`config.mk`:
```
export PLATFORM = sky130hd
export DESIGN_NAME = rfeu_regfile
export DESIGN_NICKNAME = d
export VERILOG_FILES = /design/src/rtl/rfeu_pkg.sv /design/src/rtl/rfeu_regfile.sv
export SDC_FILE = /design/constraint.sdc
export NUM_CORES = 1
export LEC_CHECK = 0
export ABC_AREA = 0
export BUFFER_PORTS_ARGS = -buffer_cell sky130_fd_sc_hd__buf_2
export CAP_MARGIN = 20
export CORE_MARGIN = 4
export CORE_UTILIZATION = 30
export DETAILED_ROUTE_END_ITERATION = 16
export SLEW_MARGIN = 20
export SYNTH_ARGS = -nofsm -noshare
export SYNTH_HDL_FRONTEND = slang
export SYNTH_SLANG_ARGS = --single-unit
```
`constraint.sdc`:
```
create_clock -name clk -period 3.27 [get_ports clk]
set_input_delay 0.654 -clock clk [delete_from_list [all_inputs] [get_ports clk]]
set_output_delay 0.654 -clock clk [all_outputs]
set_load 0.005 [all_outputs]
```
`src/rtl/rfeu_pkg.sv`:
```
// Shared types, codes and widths for the register-format execute unit.
`timescale 1ns / 1ps

package rfeu_pkg;

  localparam int unsigned DATA_W    = 32;
  localparam int unsigned REG_AW    = 5;
  localparam int unsigned REG_DEPTH = 1 << REG_AW;

  typedef enum logic [1:0] {
    ACT_EXEC  = 2'd0,
    ACT_WRITE = 2'd1,
    ACT_READ  = 2'd2,
    ACT_NONE  = 2'd3
  } action_t;

  localparam logic [2:0] STAT_OK        = 3'd0;
  localparam logic [2:0] STAT_RESERVED  = 3'd1;
  localparam logic [2:0] STAT_UNKNOWN   = 3'd2;
  localparam logic [2:0] STAT_OVERFLOW  = 3'd3;
  localparam logic [2:0] STAT_UNALIGNED = 3'd4;

  localparam logic [5:0] FN_SLL   = 6'h00;
  localparam logic [5:0] FN_SRL   = 6'h02;
  localparam logic [5:0] FN_SRA   = 6'h03;
  localparam logic [5:0] FN_SLLV  = 6'h04;
  localparam logic [5:0] FN_SRLV  = 6'h06;
  localparam logic [5:0] FN_SRAV  = 6'h07;
  localparam logic [5:0] FN_JR    = 6'h08;
  localparam logic [5:0] FN_MFHI  = 6'h10;
  localparam logic [5:0] FN_MTHI  = 6'h11;
  localparam logic [5:0] FN_MFLO  = 6'h12;
  localparam logic [5:0] FN_MTLO  = 6'h13;
  localparam logic [5:0] FN_MULT  = 6'h18;
  localparam logic [5:0] FN_MULTU = 6'h19;
  localparam logic [5:0] FN_ADD   = 6'h20;
  localparam logic [5:0] FN_ADDU  = 6'h21;
  localparam logic [5:0] FN_SUB   = 6'h22;
  localparam logic [5:0] FN_SUBU  = 6'h23;
  localparam logic [5:0] FN_OR    = 6'h25;
  localparam logic [5:0] FN_XOR   = 6'h26;
  localparam logic [5:0] FN_SLT   = 6'h2A;
  localparam logic [5:0] FN_SLTU  = 6'h2B;

  typedef struct packed {
    logic [2:0]        status;
    logic              jump_taken;
    logic [DATA_W-1:0] jump_target;
    logic              reg_written;
    logic [REG_AW-1:0] dest_index;
    logic [DATA_W-1:0] result_value;
    logic              hi_we;
    logic              lo_we;
    logic              mul_en;
    logic              mul_signed;
  } exec_res_t;

endpackage

```
`src/rtl/rfeu_regfile.sv`:
```
// General register file: synchronous memory with two read ports, valid bits and write forwarding.
`timescale 1ns / 1ps

module rfeu_regfile (
  input  logic                       clk,
  input  logic                       rst_n,
  input  logic                       rd_en,
  input  logic [rfeu_pkg::REG_AW-1:0] rd_addr_a,
  input  logic [rfeu_pkg::REG_AW-1:0] rd_addr_b,
  output logic [rfeu_pkg::DATA_W-1:0] rd_data_a,
  output logic [rfeu_pkg::DATA_W-1:0] rd_data_b,
  input  logic                       wr_en,
  input  logic [rfeu_pkg::REG_AW-1:0] wr_addr,
  input  logic [rfeu_pkg::DATA_W-1:0] wr_data
);

  logic [rfeu_pkg::DATA_W-1:0] mem [rfeu_pkg::REG_DEPTH];
  logic [rfeu_pkg::REG_DEPTH-1:0] vld_r;
  logic [rfeu_pkg::DATA_W-1:0] mem_a_r;
  logic [rfeu_pkg::DATA_W-1:0] mem_b_r;
  logic [rfeu_pkg::REG_AW-1:0] addr_a_r;
  logic [rfeu_pkg::REG_AW-1:0] addr_b_r;
  logic                        vld_a_r;
  logic                        vld_b_r;
  logic                        fwd_en_r;
  logic [rfeu_pkg::REG_AW-1:0] fwd_addr_r;
  logic [rfeu_pkg::DATA_W-1:0] fwd_data_r;

  always_ff @(posedge clk) begin
    if (wr_en) begin
      mem[wr_addr] <= wr_data;
    end
    if (rd_en) begin
      mem_a_r <= mem[rd_addr_a];
      mem_b_r <= mem[rd_addr_b];
    end
  end

  always_ff @(posedge clk) begin
    if (rd_en) begin
      addr_a_r <= rd_addr_a;
      addr_b_r <= rd_addr_b;
    end
    if (wr_en) begin
      fwd_addr_r <= wr_addr;
      fwd_data_r <= wr_data;
    end
  end

  // A write lands in the same edge as the read of the next beat, so the
  // latest write is kept and forwarded over the memory output.
  always_ff @(posedge clk) begin
    if (!rst_n) begin
      vld_r    <= '0;
      vld_a_r  <= 1'b0;
      vld_b_r  <= 1'b0;
      fwd_en_r <= 1'b0;
    end else begin
      if (wr_en) begin
        vld_r[wr_addr] <= 1'b1;
        fwd_en_r       <= 1'b1;
      end
      if (rd_en) begin
        vld_a_r <= vld_r[rd_addr_a];
        vld_b_r <= vld_r[rd_addr_b];
      end
    end
  end

  always_comb begin
    if (fwd_en_r && (fwd_addr_r == addr_a_r)) begin
      rd_data_a = fwd_data_r;
    end else begin
      rd_data_a = vld_a_r ? mem_a_r : '0;
    end
    if (fwd_en_r && (fwd_addr_r == addr_b_r)) begin
      rd_data_b = fwd_data_r;
    end else begin
      rd_data_b = vld_b_r ? mem_b_r : '0;
    end
  end

endmodule

```
# Word-level counts from Yosys, hierarchy flattened
# Memories as Yosys holds them, arrays and structs flattened. A register that Yosys moved wholly into a read port is not among the register bits.
# Cells that the tools add are included.
# Widths: inputs -> output; s select.
# classes
n_mux,12
bitwise_logic,1
n_eq_ne,2
n_reduce_logical,3
order_cmp,4
# ops
cell,n
$mux 32,4
$or 32x32->32,1
$lt 5x6->1 const B,3
$bmux 1 s5,2
$eq 5x5->1,2
$demux 1 s5,1
$ge 5x1->1 const B,1
$mux 1,5
$logic_and 1x1->1,3
# word_totals
n_memories,1
output_inout_bits,64
reg_bits,82
wordCells,31
in_bits,51
mem_bits_rw,1024
# mem_list
memory,depth,word_bits,rd,rd_ports_with_merged_regs,write_ports,line_no,rtl
mem,32,32,2,2,1,rfeu_regfile.sv:17,logic [rfeu_pkg::DATA_W-1:0] mem [rfeu_pkg::REG_DEPTH];

# Logic depth before layout (Yosys ltp)
# logic_depth
word_depth,5
mapped_depth,9
ltp_nobuf,5

# Worst setup path before layout
# OpenSTA, ideal clock, no wires.
# synth_timing
kind,input to register
from,input port wr_addr[0] (netlist name)
to,memory mem[12][0] (netlist name) (enable)
required_ns,2.847
t_arrival_ns,2.698
setup_time_ns,0.423
setup_slack_ns,0.149
path_buffers,1
path_stages,3
cell_sequence,or3b_2 clkbuf_1 nor2_1
# synth_rtl
item,line_no,rtl
"start, declared",rfeu_regfile.sv:13,"input logic [rfeu_pkg::REG_AW-1:0] wr_addr,"
"end, declared",rfeu_regfile.sv:17,
# No word-level cell before the write port.

# Final worst setup path
# layout_timing
from,register fwd_addr_r[2] (netlist name)
to,output port rd_data_b[17] (netlist name)
# layout_via
elab_chain_cells,3
# layout_rtl
item,line_no,rtl
"start, declared",rfeu_regfile.sv:26,logic [rfeu_pkg::REG_AW-1:0] fwd_addr_r;
"start signal, assigned",rfeu_regfile.sv:45,fwd_addr_r <= wr_addr;
$eq 5x5->1,rfeu_regfile.sv:76,if (fwd_en_r && (fwd_addr_r == addr_b_r)) begin
$logic_and 1x1->1,rfeu_regfile.sv:76,
$mux 32,rfeu_regfile.sv:76,
"end, declared",rfeu_regfile.sv:11,"output logic [rfeu_pkg::DATA_W-1:0] rd_data_b,"
# No other way between the ends.

==> flow_summary.toml <==
[final_layout]
final_cell_mix = "edfxtp_1, mux4_2, clkbuf_16"
regArea_um2 = 34800
multi_input_area_um2 = 17800
area_growth_pct = 19.6
layout_commonest_cell = "edfxtp_1"
nets = 2753
n_fill_cell = 15800
final_layout_size_suffix_gt1_share_pct = 47.8

[placement]
gp_congestion = 0.785
io_buffers = 114
dpl.hpwl_mm = 92.3

[sta]
slew-limit-headroom_pct = 51.4
whs_ns = 0.222
drv_slew = 0
layout_worst_path_cycle_share_pct = 102
tightest_slew_ns = 0.729
clock_skew_ns = 0.0449
hold_viol_final = 0
setup-tns-final_ns = -0.350
finalSetupViolCount = 13
fin_ws_ns = -0.0613
fin_crit_ns = 3.33
rsz0062_at_grt = "true"
max_clock_freq_ghz = 0.300

[clock_network]
root_buffer = "clkbuf_16"
insertion_delay_ns = 0.76
cts_hold_buffers = 0
cts_buffer_depth = 3
clk_pin_slew_ns = 0.06
cts_tree = "built"
numCtsBuffers = 121
htreeDepth = 3
clock-sinks = 1170

[synthesis]
ys_seq_elements = 1170
postSynthAreaPerCell_um2 = 21.8
syn_nets = 2476
synth-seq-area-share_pct = 65.9
syn_inst = 2425
yosys_warnings = 0
synth_edf_count = 1135
async_reset_ff_share_pct = 0
synth_flop_cell = "edfxtp_1"
syn-cell-area_um2 = 52800
ys_types = 28

[detailed_routing]
vias = 28000
routed_wl_mm = 159
first_pass_iters = 5
viasPerCell = 5.46
dr.first_iter.drc_count = 3029
wl_per_cell_um = 30.9
ant_nets = 0
drc = 0

[grt]
grt_max_degree = 63
antenna_found_initial = 8
gr-usage-all-layers_pct = 17.2
grt_pass1_wl_mm = 222
grt_pass1_vias = 29000
grt_overflow = 0

[pwr]
vdd_drop_max_mv = 0.460
leakagePower_nw = 19.8
p_clk_share_pct = 41.3
pwr_density_cell_nw_per_um2 = 532
combPwrFrac_pct = 8.2
intPower_mw = 26.0
power_switching_mw = 7.51
p_seq_share_pct = 50.5
netSwitchingFraction_pct = 22.4

[floorplan]
pin_count = 115
initial_utilization_pct = 30.3
num_rows = 153
die_h_um = 427
dieArea_um2 = 183000
die_w_um = 427
coreArea_um2 = 174000

[outcome]
violations = "setup timing"
status = "complete, but fails checks"

[critical_path]
crit_fanout = 5
end_kind = "primary output"
cp-start-kind = "flip-flop"
path_class = "reg -> out"
cp.arrival_ns = 2.68
cp.required_ns = 2.62

[worst_hold_path]
hp-class = "in -> reg"

[run]
max-cap-violations = 0
-- routing by layer --
layer,track usage [%],vias up,wire length (µm)
met5,0,-,38
met4,5.93,6,5390
met2,29.3,1174,80700
met3,2.87,272,10800
li1,-,11200,-
met1,22.3,15400,61700
-- critical path, cell delays in order, from the launching register on --
cell and delay (ns):
edfxtp_1 0.42, xor2_1 0.18, nor4_2 0.29, and3_4 0.30
buf_4 0.14, buf_12 0.11, clkbuf_16 0.15, buf_4 0.12
o21ai_4 0.08, buf_2 0.13
-- power groups by stage --
stage	Sequential [mW]	Combinational, mW	Clock [mW]
3_3_place_gp	17.2	2.69	0
6_report	16.9	2.75	13.9
5_1_grt	17.0	2.90	14.8
2_1_floorplan	17.2	1.62	0
4_1_cts	16.9	2.75	14.1
3_5_place_dp	17.2	2.70	0
-- cells in the mapped netlist (2+ instances only) --
master    count  area, µm²
nand3b_1      5       37.5
mux4_2      640      14400
buf_1        23       86.3
dfxtp_1      35        701
nor2b_1       4       25.0
a211oi_1      2       15.0
xor2_1        8       70.1
nand3_1      10       50.1
o21ai_0      66        330
clkbuf_1     98        368
o21a_1       33        248
and3_1        4       25.0
buf_2        46        230
mux2i_1      32        320
nand2b_1      4       25.0
edfxtp_1   1135      34100
xnor2_1       2       17.5
and2_1        2       12.5
a31oi_1       2       12.5
a22oi_1       8       60.1
a21oi_1       6       30.0
nand2_1     139        522
nor2_1       35        131
or3b_2        3       26.3
buf_6        16        180
mux2_2       64        721
nor4_1        2       12.5
-- flip-flops by register name (all words and copies together) (netlist names) --
register / count
addr_a_r: 5
addr_b_r: 5
fwd_addr_r: 5
fwd_data_r: 32
fwd_en_r: 1
mem: 1024
mem_a_r: 32
mem_b_r: 32
vld_a_r: 1
vld_b_r: 1
vld_r: 32
-- stage by stage --
| stage | total power, mW | area [µm²] | instances | util, % | setup slack, ns |
|---|---|---|---|---|---|
| after floorplan | 18.8 | 52800 | 2425 | - | 0.149 |
| final | 33.6 | 63100 | 5139 | 36.2 | -0.0613 |
| after detailed placement | 19.9 | 57900 | 4868 | 33.2 | 0.336 |
| after global placement | 19.9 | 57900 | 4868 | 33.2 | 0.325 |
| after CTS | 33.8 | 62500 | 5117 | 35.8 | -0.132 |
| after global routing | 34.7 | 63100 | 5132 | 36.2 | -0.156 |
-- repair_timing --
| item | CTS | global route |
|---|---|---|
| pin swaps | 10 | 24 |
| resized for setup | 111 | 103 |
| endpoints found under the setup margin | 52 | 58 |
| gates cloned | 6 | 4 |
| buffers inserted | 16 | 15 |
-- cell type report --
class | instances | share of cell area [%]
timing repair buffer | 337 | 5.53
tap | 2325 | 4.61
multi-input combinational | 1072 | 28.3
antenna | 7 | 0.0278
clock inverter | 72 | 1.09
clock buffer | 156 | 5.29
sequential | 1170 | 55.2
-- worst paths after layout --
| path | start | endpoint | slack, ns | cells past startpoint |
|---|---|---|---|---|
| worst min-delay path | wr_addr[1] | fwd_addr_r[1] | 0.22 | 1 |
| worst max register to register | mem[8][31] | mem_b_r[31] | 1.32 | 3 |
| worst min register to register | vld_r[18] | vld_r[18] | 0.49 | 1 |
| worst max-delay path | fwd_addr_r[2] | rd_data_b[17] | -0.06 | 9 |
-- kinds of logic (layout without fill, tap and decap cells) --
logic type | count (synthesis) | in the layout | synth area share (%)
compound gates | 117 | 117 | 1.32
xor+xnor | 10 | 10 | 0.166
buf+inv | 183 | 565 | 1.64
flops | 1170 | 1170 | 65.9
mux | 736 | 736 | 29.3
other cells | 0 | 7 | 0
simple gates | 209 | 209 | 1.66
No activity file was read; power rests on OpenSTA's default activity.
