File: src/rtl/rfeu_pkg.sv
// Shared types, codes and widths for the register-format execute unit.
`timescale 1ns / 1ps

package rfeu_pkg;

  localparam int unsigned DATA_W    = 32;
  localparam int unsigned REG_AW    = 5;
  localparam int unsigned REG_DEPTH = 1 << REG_AW;

  typedef enum logic [1:0] {
    ACT_EXEC  = 2'd0,
    ACT_WRITE = 2'd1,
    ACT_READ  = 2'd2,
    ACT_NONE  = 2'd3
  } action_t;

  localparam logic [2:0] STAT_OK        = 3'd0;
  localparam logic [2:0] STAT_RESERVED  = 3'd1;
  localparam logic [2:0] STAT_UNKNOWN   = 3'd2;
  localparam logic [2:0] STAT_OVERFLOW  = 3'd3;
  localparam logic [2:0] STAT_UNALIGNED = 3'd4;

  localparam logic [5:0] FN_SLL   = 6'h00;
  localparam logic [5:0] FN_SRL   = 6'h02;
  localparam logic [5:0] FN_SRA   = 6'h03;
  localparam logic [5:0] FN_SLLV  = 6'h04;
  localparam logic [5:0] FN_SRLV  = 6'h06;
  localparam logic [5:0] FN_SRAV  = 6'h07;
  localparam logic [5:0] FN_JR    = 6'h08;
  localparam logic [5:0] FN_MFHI  = 6'h10;
  localparam logic [5:0] FN_MTHI  = 6'h11;
  localparam logic [5:0] FN_MFLO  = 6'h12;
  localparam logic [5:0] FN_MTLO  = 6'h13;
  localparam logic [5:0] FN_MULT  = 6'h18;
  localparam logic [5:0] FN_MULTU = 6'h19;
  localparam logic [5:0] FN_ADD   = 6'h20;
  localparam logic [5:0] FN_ADDU  = 6'h21;
  localparam logic [5:0] FN_SUB   = 6'h22;
  localparam logic [5:0] FN_SUBU  = 6'h23;
  localparam logic [5:0] FN_OR    = 6'h25;
  localparam logic [5:0] FN_XOR   = 6'h26;
  localparam logic [5:0] FN_SLT   = 6'h2A;
  localparam logic [5:0] FN_SLTU  = 6'h2B;

  typedef struct packed {
    logic [2:0]        status;
    logic              jump_taken;
    logic [DATA_W-1:0] jump_target;
    logic              reg_written;
    logic [REG_AW-1:0] dest_index;
    logic [DATA_W-1:0] result_value;
    logic              hi_we;
    logic              lo_we;
    logic              mul_en;
    logic              mul_signed;
  } exec_res_t;

endpackage

File: src/rtl/rfeu_alu.sv
// Decode and execute logic for one beat: status, result value and state updates.
`timescale 1ns / 1ps

module rfeu_alu (
  input  logic [1:0]                  action,
  input  logic [rfeu_pkg::DATA_W-1:0] instruction_word,
  input  logic [rfeu_pkg::REG_AW-1:0] reg_index,
  input  logic [rfeu_pkg::DATA_W-1:0] write_value,
  input  logic [rfeu_pkg::DATA_W-1:0] vs,
  input  logic [rfeu_pkg::DATA_W-1:0] vt,
  input  logic [rfeu_pkg::DATA_W-1:0] hi_val,
  input  logic [rfeu_pkg::DATA_W-1:0] lo_val,
  output rfeu_pkg::exec_res_t         res
);

  logic [5:0]                  funct;
  logic [4:0]                  sh;
  logic [4:0]                  rd;
  logic [4:0]                  rt;
  logic [4:0]                  rs;
  logic                        known;
  logic                        resv;
  logic                        wr;
  logic [rfeu_pkg::DATA_W-1:0] val;
  logic [rfeu_pkg::DATA_W-1:0] sum;
  logic [rfeu_pkg::DATA_W-1:0] diff;
  logic                        add_ovf;
  logic                        sub_ovf;

  assign funct   = instruction_word[5:0];
  assign sh      = instruction_word[10:6];
  assign rd      = instruction_word[15:11];
  assign rt      = instruction_word[20:16];
  assign rs      = instruction_word[25:21];
  assign sum     = vs + vt;
  assign diff    = vs - vt;
  assign add_ovf = (~(vs[31] ^ vt[31])) & (vs[31] ^ sum[31]);
  assign sub_ovf = (vs[31] ^ vt[31]) & (vs[31] ^ diff[31]);

  always_comb begin
    known = 1'b1;
    resv  = 1'b0;
    wr    = 1'b0;
    val   = '0;
    case (funct)
      rfeu_pkg::FN_SLL: begin
        resv = rs != 5'd0; val = vt << sh; wr = 1'b1;
      end
      rfeu_pkg::FN_SRL: begin
        resv = rs != 5'd0; val = vt >> sh; wr = 1'b1;
      end
      rfeu_pkg::FN_SRA: begin
        resv = rs != 5'd0; val = $unsigned($signed(vt) >>> sh); wr = 1'b1;
      end
      rfeu_pkg::FN_SLLV: begin
        resv = sh != 5'd0; val = vt << vs[4:0]; wr = 1'b1;
      end
      rfeu_pkg::FN_SRLV: begin
        resv = sh != 5'd0; val = vt >> vs[4:0]; wr = 1'b1;
      end
      rfeu_pkg::FN_SRAV: begin
        resv = sh != 5'd0; val = $unsigned($signed(vt) >>> vs[4:0]); wr = 1'b1;
      end
      rfeu_pkg::FN_JR, rfeu_pkg::FN_MTHI, rfeu_pkg::FN_MTLO: begin
        resv = instruction_word[20:6] != 15'd0;
      end
      rfeu_pkg::FN_MFHI: begin
        resv = (rs != 5'd0) || (rt != 5'd0) || (sh != 5'd0); val = hi_val; wr = 1'b1;
      end
      rfeu_pkg::FN_MFLO: begin
        resv = (rs != 5'd0) || (rt != 5'd0) || (sh != 5'd0); val = lo_val; wr = 1'b1;
      end
      rfeu_pkg::FN_MULT, rfeu_pkg::FN_MULTU: begin
        resv = instruction_word[15:6] != 10'd0;
      end
      rfeu_pkg::FN_ADD, rfeu_pkg::FN_ADDU: begin
        resv = sh != 5'd0; val = sum; wr = 1'b1;
      end
      rfeu_pkg::FN_SUB, rfeu_pkg::FN_SUBU: begin
        resv = sh != 5'd0; val = diff; wr = 1'b1;
      end
      rfeu_pkg::FN_OR: begin
        resv = sh != 5'd0; val = vs | vt; wr = 1'b1;
      end
      rfeu_pkg::FN_XOR: begin
        resv = sh != 5'd0; val = vs ^ vt; wr = 1'b1;
      end
      rfeu_pkg::FN_SLT: begin
        resv = sh != 5'd0; val = {31'd0, $signed(vs) < $signed(vt)}; wr = 1'b1;
      end
      rfeu_pkg::FN_SLTU: begin
        resv = sh != 5'd0; val = {31'd0, vs < vt}; wr = 1'b1;
      end
      default: begin
        known = 1'b0;
      end
    endcase
  end

  always_comb begin
    res = '0;
    case (rfeu_pkg::action_t'(action))
      rfeu_pkg::ACT_WRITE: begin
        res.dest_index   = reg_index;
        res.result_value = write_value;
        res.reg_written  = reg_index != '0;
      end
      rfeu_pkg::ACT_READ: begin
        res.dest_index   = reg_index;
        res.result_value = vs;
      end
      rfeu_pkg::ACT_EXEC: begin
        if (!known) begin
          res.status = rfeu_pkg::STAT_UNKNOWN;
        end else if (resv) begin
          res.status = rfeu_pkg::STAT_RESERVED;
        end else if (((funct == rfeu_pkg::FN_ADD) && add_ovf) ||
                     ((funct == rfeu_pkg::FN_SUB) && sub_ovf)) begin
          res.status = rfeu_pkg::STAT_OVERFLOW;
        end else if (funct == rfeu_pkg::FN_JR) begin
          if (vs[1:0] != 2'd0) begin
            res.status = rfeu_pkg::STAT_UNALIGNED;
          end else begin
            res.jump_taken  = 1'b1;
            res.jump_target = vs;
          end
        end else if (funct == rfeu_pkg::FN_MTHI) begin
          res.hi_we = 1'b1;
        end else if (funct == rfeu_pkg::FN_MTLO) begin
          res.lo_we = 1'b1;
        end else if ((funct == rfeu_pkg::FN_MULT) || (funct == rfeu_pkg::FN_MULTU)) begin
          res.mul_en     = 1'b1;
          res.mul_signed = funct == rfeu_pkg::FN_MULT;
        end else if (wr) begin
          res.dest_index   = rd;
          res.result_value = val;
          res.reg_written  = rd != 5'd0;
        end
      end
      default: begin
        res = '0;
      end
    endcase
  end

endmodule

File: config.mk
export PLATFORM = sky130hd
export DESIGN_NAME = rfeu_alu
export DESIGN_NICKNAME = d
export VERILOG_FILES = /design/src/rtl/rfeu_pkg.sv /design/src/rtl/rfeu_alu.sv
export SDC_FILE = /design/constraint.sdc
export NUM_CORES = 1
export LEC_CHECK = 0
export BUFFER_PORTS_ARGS = -buffer_cell sky130_fd_sc_hd__buf_4
export CAP_MARGIN = 20
export CORE_ASPECT_RATIO = 2
export CORE_UTILIZATION = 25
export DETAILED_ROUTE_END_ITERATION = 10
export RECOVER_POWER = 25
export SLEW_MARGIN = 5
export SYNTH_ARGS = -nofsm -noshare
export SYNTH_HDL_FRONTEND = slang
export SYNTH_SLANG_ARGS = --single-unit
File: constraint.sdc
create_clock -name vclk -period 11.1
set_clock_uncertainty 0.2 [all_clocks]
set_input_delay 1.11 -clock vclk [all_inputs]
set_output_delay 1.11 -clock vclk [all_outputs]
set_load 0.02 [all_outputs]
# Word-level counts from Yosys, hierarchy flattened

Cells that the tools add are included.

Input port bits: 199
Register bits: 0
Logic and storage cells: 92
Output and inout port bits: 78

Bitwise gates (word level): 8
Eq/ne operators: 22
Reduce and logical (&&, ||, !) cells: 25
$add $sub $neg: 2
Magnitude comparators: 2
Multiplexer cells: 27
Shift-type cells: 6

Operators with widths:

| kind               | number |
|---|---|
| $pmux 32 s14       | 1 |
| $mux 75            | 3 |
| $mux 38            | 4 |
| $pmux 37 s3        | 1 |
| $mux 36            | 2 |
| $lt 32x32->1       | 2 |
| $shl 32x5->32      | 2 |
| $shr 32x5->32      | 2 |
| $sshr 32x5->32     | 2 |
| $eq 6x6->1 const B | 8 |
| $mux 42            | 1 |
| $eq 6x5->1 const B | 6 |
| $mux 33            | 1 |
| $add 32x32->32     | 1 |
| $or 32x32->32      | 1 |
| $sub 32x32->32     | 1 |
| $xor 32x32->32     | 1 |
| $reduce_bool 5->1  | 5 |
| $reduce_or 21->1   | 1 |
| $eq 6x3->1 const B | 3 |
| $reduce_or 16->1   | 1 |
| $mux 3             | 5 |
| $reduce_bool 15->1 | 1 |
| $eq 6x2->1 const B | 2 |
| 20 further kinds   | 35 |

# Longest topological paths before layout

Gate-level depths: netlist (run 1).

Depth in word-level cells: 12
Mapped depth: 16

# Worst setup path before layout (run 1)

OpenSTA, ideal clock, no wires.

Path kind: input -> output
Start point: input vt[30] (netlist name)
End point: output res[28] (netlist name)
Cell stages on the path: 14
Path slack: 5.394 ns
Data arrival time: 4.396 ns
Data required time: 9.790 ns
Cell sequence: clkbuf_1 -> inv_1 -> ha_1 -> or4_1 -> nand2b_1 -> o211ai_1 -> or3b_2 -> a21oi_1 -> o311ai_4 -> or2_1 -> buf_2 -> buf_6 -> a21o_1 -> o32ai_1

RTL lines:

| element         | line           | text |
|---|---|---|
| start, declared | rfeu_alu.sv:10 | `input logic [rfeu_pkg::DATA_W-1:0] vt,` |
| end, declared   | rfeu_alu.sv:13 | `output rfeu_pkg::exec_res_t res` |

==> results.py, run 1 <==
metrics = {
    "routing": {
        "via_count": 16695,
        "routed_via_density": 6.38,
        "totalWireLength_um": 90300,
        "ant_nets": 0,
        "wire_per_inst_um": 34.5,
        "drc_errors": 0,
        "dr.pass1.iters": 6,
        "dr.first_iter.drc_count": 1650,
    },
    "worst_hold_path": {
        "hold_path.startpoint": "instruction_word[13]",
        "hold_class": "in -> out",
    },
    "sta": {
        "fin_ws_ns": 1.92,
        "tns_ns": 0,
        "rsz0062_at_grt": "no",
        "tightest_slew_ns": 1.36,
        "hold_ws_ns": 2.35,
        "max_slew_margin_pct": 9.12,
        "setup_viol": 0,
        "slew_viol_final": 0,
        "fmaxAchievable_ghz": 0.109,
        "timing.final.crit_share_pct": 82.7,
        "timing_hold_violations_final": 0,
        "period_needed_ns": 9.18,
    },
    "setup_path": {
        "crit_start": "vt[14]",
        "slowest_delay_ns": 0.97,
        "critPathKind": "in -> out",
        "crit_fanout": 12,
        "arrival_ns": 7.87,
        "crit_slowest_cell": "clkbuf_1",
        "worstPathRequired_ns": 9.79,
        "crit_end": "res[9]",
        "end_kind": "output pin",
        "worst_setup_path_start_kind": "primary input",
        "crit_chain": "clkbuf_1 > inv_1 > ha_1 > inv_1 > a21oi_1 > a211oi_1 > a2111oi_0 > o21ai_0 > a21oi_1 > o311ai_4 > or2_1 > buf_4 > a31oi_1 > a221o_1 > buf_4",
    },
    "clock_network": {
        "post_cts_buffers": 0,
        "cts_resized": 0,
        "holdBufCountCts": 0,
    },
    "job": {
        "maxCapViolations": 0,
    },
    "placed_design": {
        "gp_congestion": 1.07,
        "place_area_um2": 14700,
        "place_hpwl_um": 71700,
        "dp.cells": 2617,
        "io_buffer_count": 269,
        "place_ws_ns": 3.07,
    },
    "global_routing": {
        "antenna_found_initial": 2,
        "grt.total_usage_pct": 35.5,
        "grt_max_degree": 44,
        "grt_pass1_wl_um": 124000,
        "grt-ovfl-total": 0,
        "grt_pass1_vias": 16640,
    },
    "finish": {
        "diodes": 0,
        "seq_cells": 0,
        "area_delta_synth_final_pct": 19.4,
        "stdcell_area_um2": 14700,
        "n_clock_buffer": 0,
        "fillers": 5400,
        "drive_above_1_share_pct": 18.6,
        "regArea_um2": 0,
        "nets": 2277,
        "stdcell_count": 2617,
        "fin_util_pct": 30.3,
        "multiInputGateArea_um2": 11200,
    },
    "power": {
        "power_mw": 0.756,
        "peakVddDrop_uv": 22.9,
        "powerDensity_nw_per_um2": 51.6,
        "p_leak_nw": 6.42,
    },
    "synthesis": {
        "avgSynthCellArea_um2": 6.69,
        "netlist_instances": 1834,
        "yosysSeqAreaShare_pct": 0,
        "synth_warnings": 0,
        "yosys.cell_types.count": 93,
        "synth_area_um2": 12300,
    },
    "floorplanning": {
        "die_y_um": 315,
        "fp-row-count": 114,
        "chipWidth_um": 159,
        "ios": 277,
        "core_um2": 48400,
        "floorplan.initialDensity_pct": 25.4,
        "dieArea_um2": 50000,
    },
    "run_status": {
        "outcome": "completed",
    },
}
-- cells in the mapped netlist, types with 37 or more instances --
library cell	n	area (um^2)
nor2_1	137	514
a211oi_1	39	293
ha_1	95	1190
inv_1	99	372
a31oi_1	37	231
buf_2	39	195
clkbuf_1	103	387
and2_1	38	238
nand2_1	188	706
mux2i_1	202	2020
nand3_1	45	225
o21ai_0	104	521
a21oi_1	143	716
nor3_1	39	195
a22oi_1	38	285
-- worst max-delay path: cells and delay by family --
| family | cells | cell delay, ns |
|---|---|---|
| AND/OR/NAND/NOR | 1 | 0.64 |
| buffers and inverters | 5 | 2.06 |
| adder cells (fa/ha/maj) | 1 | 0.63 |
| AO/OA/AOI/OAI | 8 | 3.39 |
-- power breakdown --
part | total, mW | leakage, nW | internal (mW) | switching, mW
registers | 0 | 0 | 0 | 0
logic | 0.756 | 6.42 | 0.250 | 0.506
clock network | 0 | 0 | 0 | 0
-- logic make-up (layout without fill, tap and decap cells) --
family                   count (synthesis)  count (layout)  synth area share, %
AO/OA/AOI/OAI                          647             647                 36.5
AND/OR/NAND/NOR                        558             558                 21.8
buffers and inverters                  271             415                 9.52
multiplexers                           231             231                 20.1
adder cells (fa/ha/maj)                 97              97                 10.0
XOR/XNOR                                29              29                 2.07
other                                    1               2               0.0305
-- worst min-delay path by stage --
stage / endpoint / slack [ns] / depth (start not counted)
global route: res[23] / 2.36 / 3
global placement: res[37] / 2.35 / 3
floorplan: res[44] / 2.20 / 1
finish: res[38] / 2.35 / 3
CTS: res[38] / 2.35 / 3
detailed placement: res[38] / 2.35 / 3
-- placed cells by master, fill, tap and decap left out, types with 7 or more instances in the layout --
cell       count
buf_4        296
mux2i_1      201
nand2_1      188
a21oi_1      141
nor2_1       135
o21ai_0      103
inv_1         99
ha_1          95
nand3_1       45
a211oi_1      39
nor3_1        38
and2_1        38
a22oi_1       38
a31oi_1       37
a221oi_1      36
o211ai_1      33
a21o_1        29
xnor2_1       25
nand4_1       19
mux2_2        17
clkbuf_1      17
o22ai_1       16
a32oi_1       15
a221o_1       14
nor4_1        12
o21bai_1      12
a311oi_1      12
nand2b_1      11
or3_1         10
mux4_2        10
nor2b_1        9
a22o_1         9
and3_1         9
o221ai_1       9
o21ai_1        8
a222oi_1       8
o31ai_1        7
o2111ai_1      7
-- cell type report --
type | count | share of cell area (%)
inverters | 101 | 2.59
repair buffers | 314 | 15.6
multi-input cells | 1564 | 76.3
well taps | 638 | 5.45
-- metal layers --
metal	wire length [um]	vias up	global-route usage, %	part of all wire, %
met3	5680	341	3.63	6.3
li1	-	7190	-	-
met1	30000	8120	37.0	33
met4	9770	0	30.9	11
met2	44800	1044	62.6	50
met5	0	-	0	0
No activity file was read; power rests on OpenSTA's default activity.
==> run 2, diff against run 1 <==
--- a/config.mk
+++ b/config.mk
@@ -5,6 +5,7 @@
 export SDC_FILE = /design/constraint.sdc
 export NUM_CORES = 1
 export LEC_CHECK = 0
+export ABC_AREA = 1
 export BUFFER_PORTS_ARGS = -buffer_cell sky130_fd_sc_hd__buf_4
 export CAP_MARGIN = 20
 export CORE_ASPECT_RATIO = 2
==> constraint.sdc (replaced) <==
create_clock -name vclk -period 7.9
set_clock_uncertainty 0.2 [all_clocks]
set_input_delay 0.79 -clock vclk [all_inputs]
set_output_delay 0.79 -clock vclk [all_outputs]
set_load 0.02 [all_outputs]
==> run 2 against run 1 <==
  * The run now ends with capacitance limit, slew limit left
  * Clock-buffer cell count is the same
  * Core utilization shrank 0.37 points
  * Global-route usage increased by 1.0 points
  * Combinational power is 44% higher
  * Setup slack lost 0.80 ns
  * Wire length up 9.9%
  * Sequential share of layout area is the same
  * Hold slack got worse by 0.65 ns
  * Critical path depth increased by 3
  * Critical path type unchanged
==> results.py, run 2 <==
metrics = {
    "run_status": {
        "outcome": "finished with violations",
        "violations": "capacitance limit, slew limit",
    },
    "synthesis": {
        "yosysTopAreaCell": "nand2_1",
        "yosys.cell_types.count": 55,
        "netlist_instances": 2704,
        "yosysSeqAreaShare_pct": 0,
        "netlist_top_cells_area": "nand2_1 26%, nand3_1 24%, ha_1 9.1%, inv_1 8.2%, nor2_1 6.0%",
        "synth_most_common_cell": "nand2_1",
        "netlist.area_leader.share_pct": 26.0,
        "synth_area_um2": 13100,
        "avgSynthCellArea_um2": 4.84,
        "synth_warnings": 0,
        "synthTopCellsByCount": "907 x nand2_1, 615 x nand3_1, 287 x inv_1, 208 x nor2_1, 95 x ha_1",
    },
    "clock_network": {
        "post_cts_buffers": 0,
        "holdBufCountCts": 0,
        "cts_resized": 0,
    },
    "finish": {
        "regArea_um2": 0,
        "seq_cells": 0,
        "drive_above_1_share_pct": 11.7,
        "fillers": 6359,
        "nets": 3172,
        "final_common_cell": "nand2_1",
        "n_clock_buffer": 0,
        "area_delta_synth_final_pct": 18.2,
        "most-common-layout-cells": "908 x nand2_1, 616 x nand3_1, 287 x inv_1",
    },
    "sta": {
        "rsz0062_at_grt": "no",
        "fmaxAchievable_ghz": 0.147,
        "tightest_slew_ns": 2.17,
        "timing_hold_violations_final": 0,
        "period_needed_ns": 6.78,
        "tns_ns": 0,
        "slew_viol_final": 32,
        "max_slew_margin_pct": -44.4,
        "timing.final.crit_share_pct": 85.9,
        "setup_viol": 0,
    },
    "power": {
        "p_sw_mw": 0.783,
        "pwr-share-seq_pct": 0,
        "clockPowerShare_pct": 0,
        "p_sw_share_pct": 71.7,
        "internal-power_mw": 0.309,
        "powerDensity_nw_per_um2": 70.6,
        "p_comb_share_pct": 100.0,
        "p_leak_nw": 8.21,
        "peakVddDrop_uv": 35.5,
        "power_mw": 1.09,
    },
    "placed_design": {
        "gp_congestion": 1.07,
        "io_buffer_count": 269,
        "place_hpwl_um": 81700,
    },
    "routing": {
        "via_count": 20234,
        "drc_errors": 0,
        "dr.first_iter.drc_count": 1901,
        "dr.pass1.iters": 6,
        "wire_per_inst_um": 28.1,
        "totalWireLength_um": 99300,
        "ant_nets": 0,
        "routed_via_density": 5.72,
    },
    "global_routing": {
        "grt_pass1_wl_um": 138000,
        "grt_max_degree": 48,
        "grt-ovfl-total": 0,
        "grt.total_usage_pct": 36.5,
        "grt_pass1_vias": 19750,
        "antenna_found_initial": 3,
        "use_met2_pct": 66.0,
        "grt_use_met3_pct": 3.74,
        "grt-busiest-layer": "met2",
        "use_met1_pct": 36.8,
    },
    "setup_path": {
        "crit_slowest_cell": "clkbuf_1",
        "worstPathRequired_ns": 6.91,
        "end_kind": "output pin",
        "crit_chain": "buf_4 > inv_1 > ha_1 > inv_1 > a21oi_1 > nand2_1 > a21oi_1 > nor2_1 > nor2_1 > nand3_1 > nand2_1 > nand2_1 > nand3_1 > inv_2 > nand2_1 > clkbuf_1 > nor2_1 > buf_4",
        "slowest_delay_ns": 1.51,
        "worst_setup_path_start_kind": "primary input",
        "crit_family": "buffers and inverters",
        "critPathKind": "in -> out",
        "arrival_ns": 5.79,
        "cp_common_cell": "nand2_1",
        "crit_fanout": 31,
        "critical_path_buf_inv_count": 6,
    },
    "floorplanning": {
        "dieArea_um2": 53300,
        "floorplan.initialDensity_pct": 25.3,
        "core_um2": 51700,
        "chipWidth_um": 164,
        "fp-row-count": 118,
        "ios": 277,
        "die_y_um": 326,
    },
    "worst_hold_path": {
        "hold_class": "in -> out",
    },
    "job": {
        "maxCapViolations": 1,
    },
}
[run 2: layout make-up]
cell class	instances	area (um^2)	share of cell area, %
inverter	302	1130	7.33
multi-input combinational	2270	11300	73.0
timing repair buffer	302	2220	14.3
antenna	1	2.50	0.0162
tap	660	826	5.34
[run 2: through the flow]
step	instance area [um^2]	hold slack (ns)	cells	util, %	worst slack [ns]
3_5_place_dp	15500	1.70	3531	30.0	1.93
3_3_place_gp	15500	1.70	3531	30.0	1.95
4_1_cts	15500	1.70	3531	30.0	1.92
2_1_floorplan	13100	1.53	2705	-	3.97
5_1_grt	15500	1.72	3534	29.9	0.946
6_report	15500	1.70	3535	29.9	1.12
[run 2: final timing paths]
check / start / endpoint / cells after the start
max: vt[22] / res[73] / 18
min: write_value[13] / res[17] / 4
[run 2: logic make-up (layout without fill, tap and decap cells)]
kind of cell | after synthesis | count (layout) | share of synthesized area (%)
adder cells (fa/ha/maj) | 97 | 97 | 9.39
XOR/XNOR | 1 | 1 | 0.0669
buffers and inverters | 435 | 604 | 13.9
AND/OR/NAND/NOR | 1838 | 1838 | 60.9
AO/OA/AOI/OAI | 332 | 332 | 15.7
other | 1 | 3 | 0.0287
[run 2: per-layer routing]
metal / part of all wire [%] / up-vias
li1: - / 9311
met1: 33 / 9491
met2: 50 / 1079
met3: 6.1 / 349
met4: 11 / 4
met5: 0.033 / -
[run 2: power groups by stage]
stage,sequential (mW),combinational [mW],clock [mW]
floorplan,0,0.605,0
global placement,0,1.06,0
detailed placement,0,1.05,0
CTS,0,1.06,0
global route,0,1.16,0
finish,0,1.09,0.00000000233
[run 2: tightest hold or removal path: stages]
cell     delay, ns
buf_4         0.08
nand2_1       0.04
nand3_1       0.07
buf_4         0.13
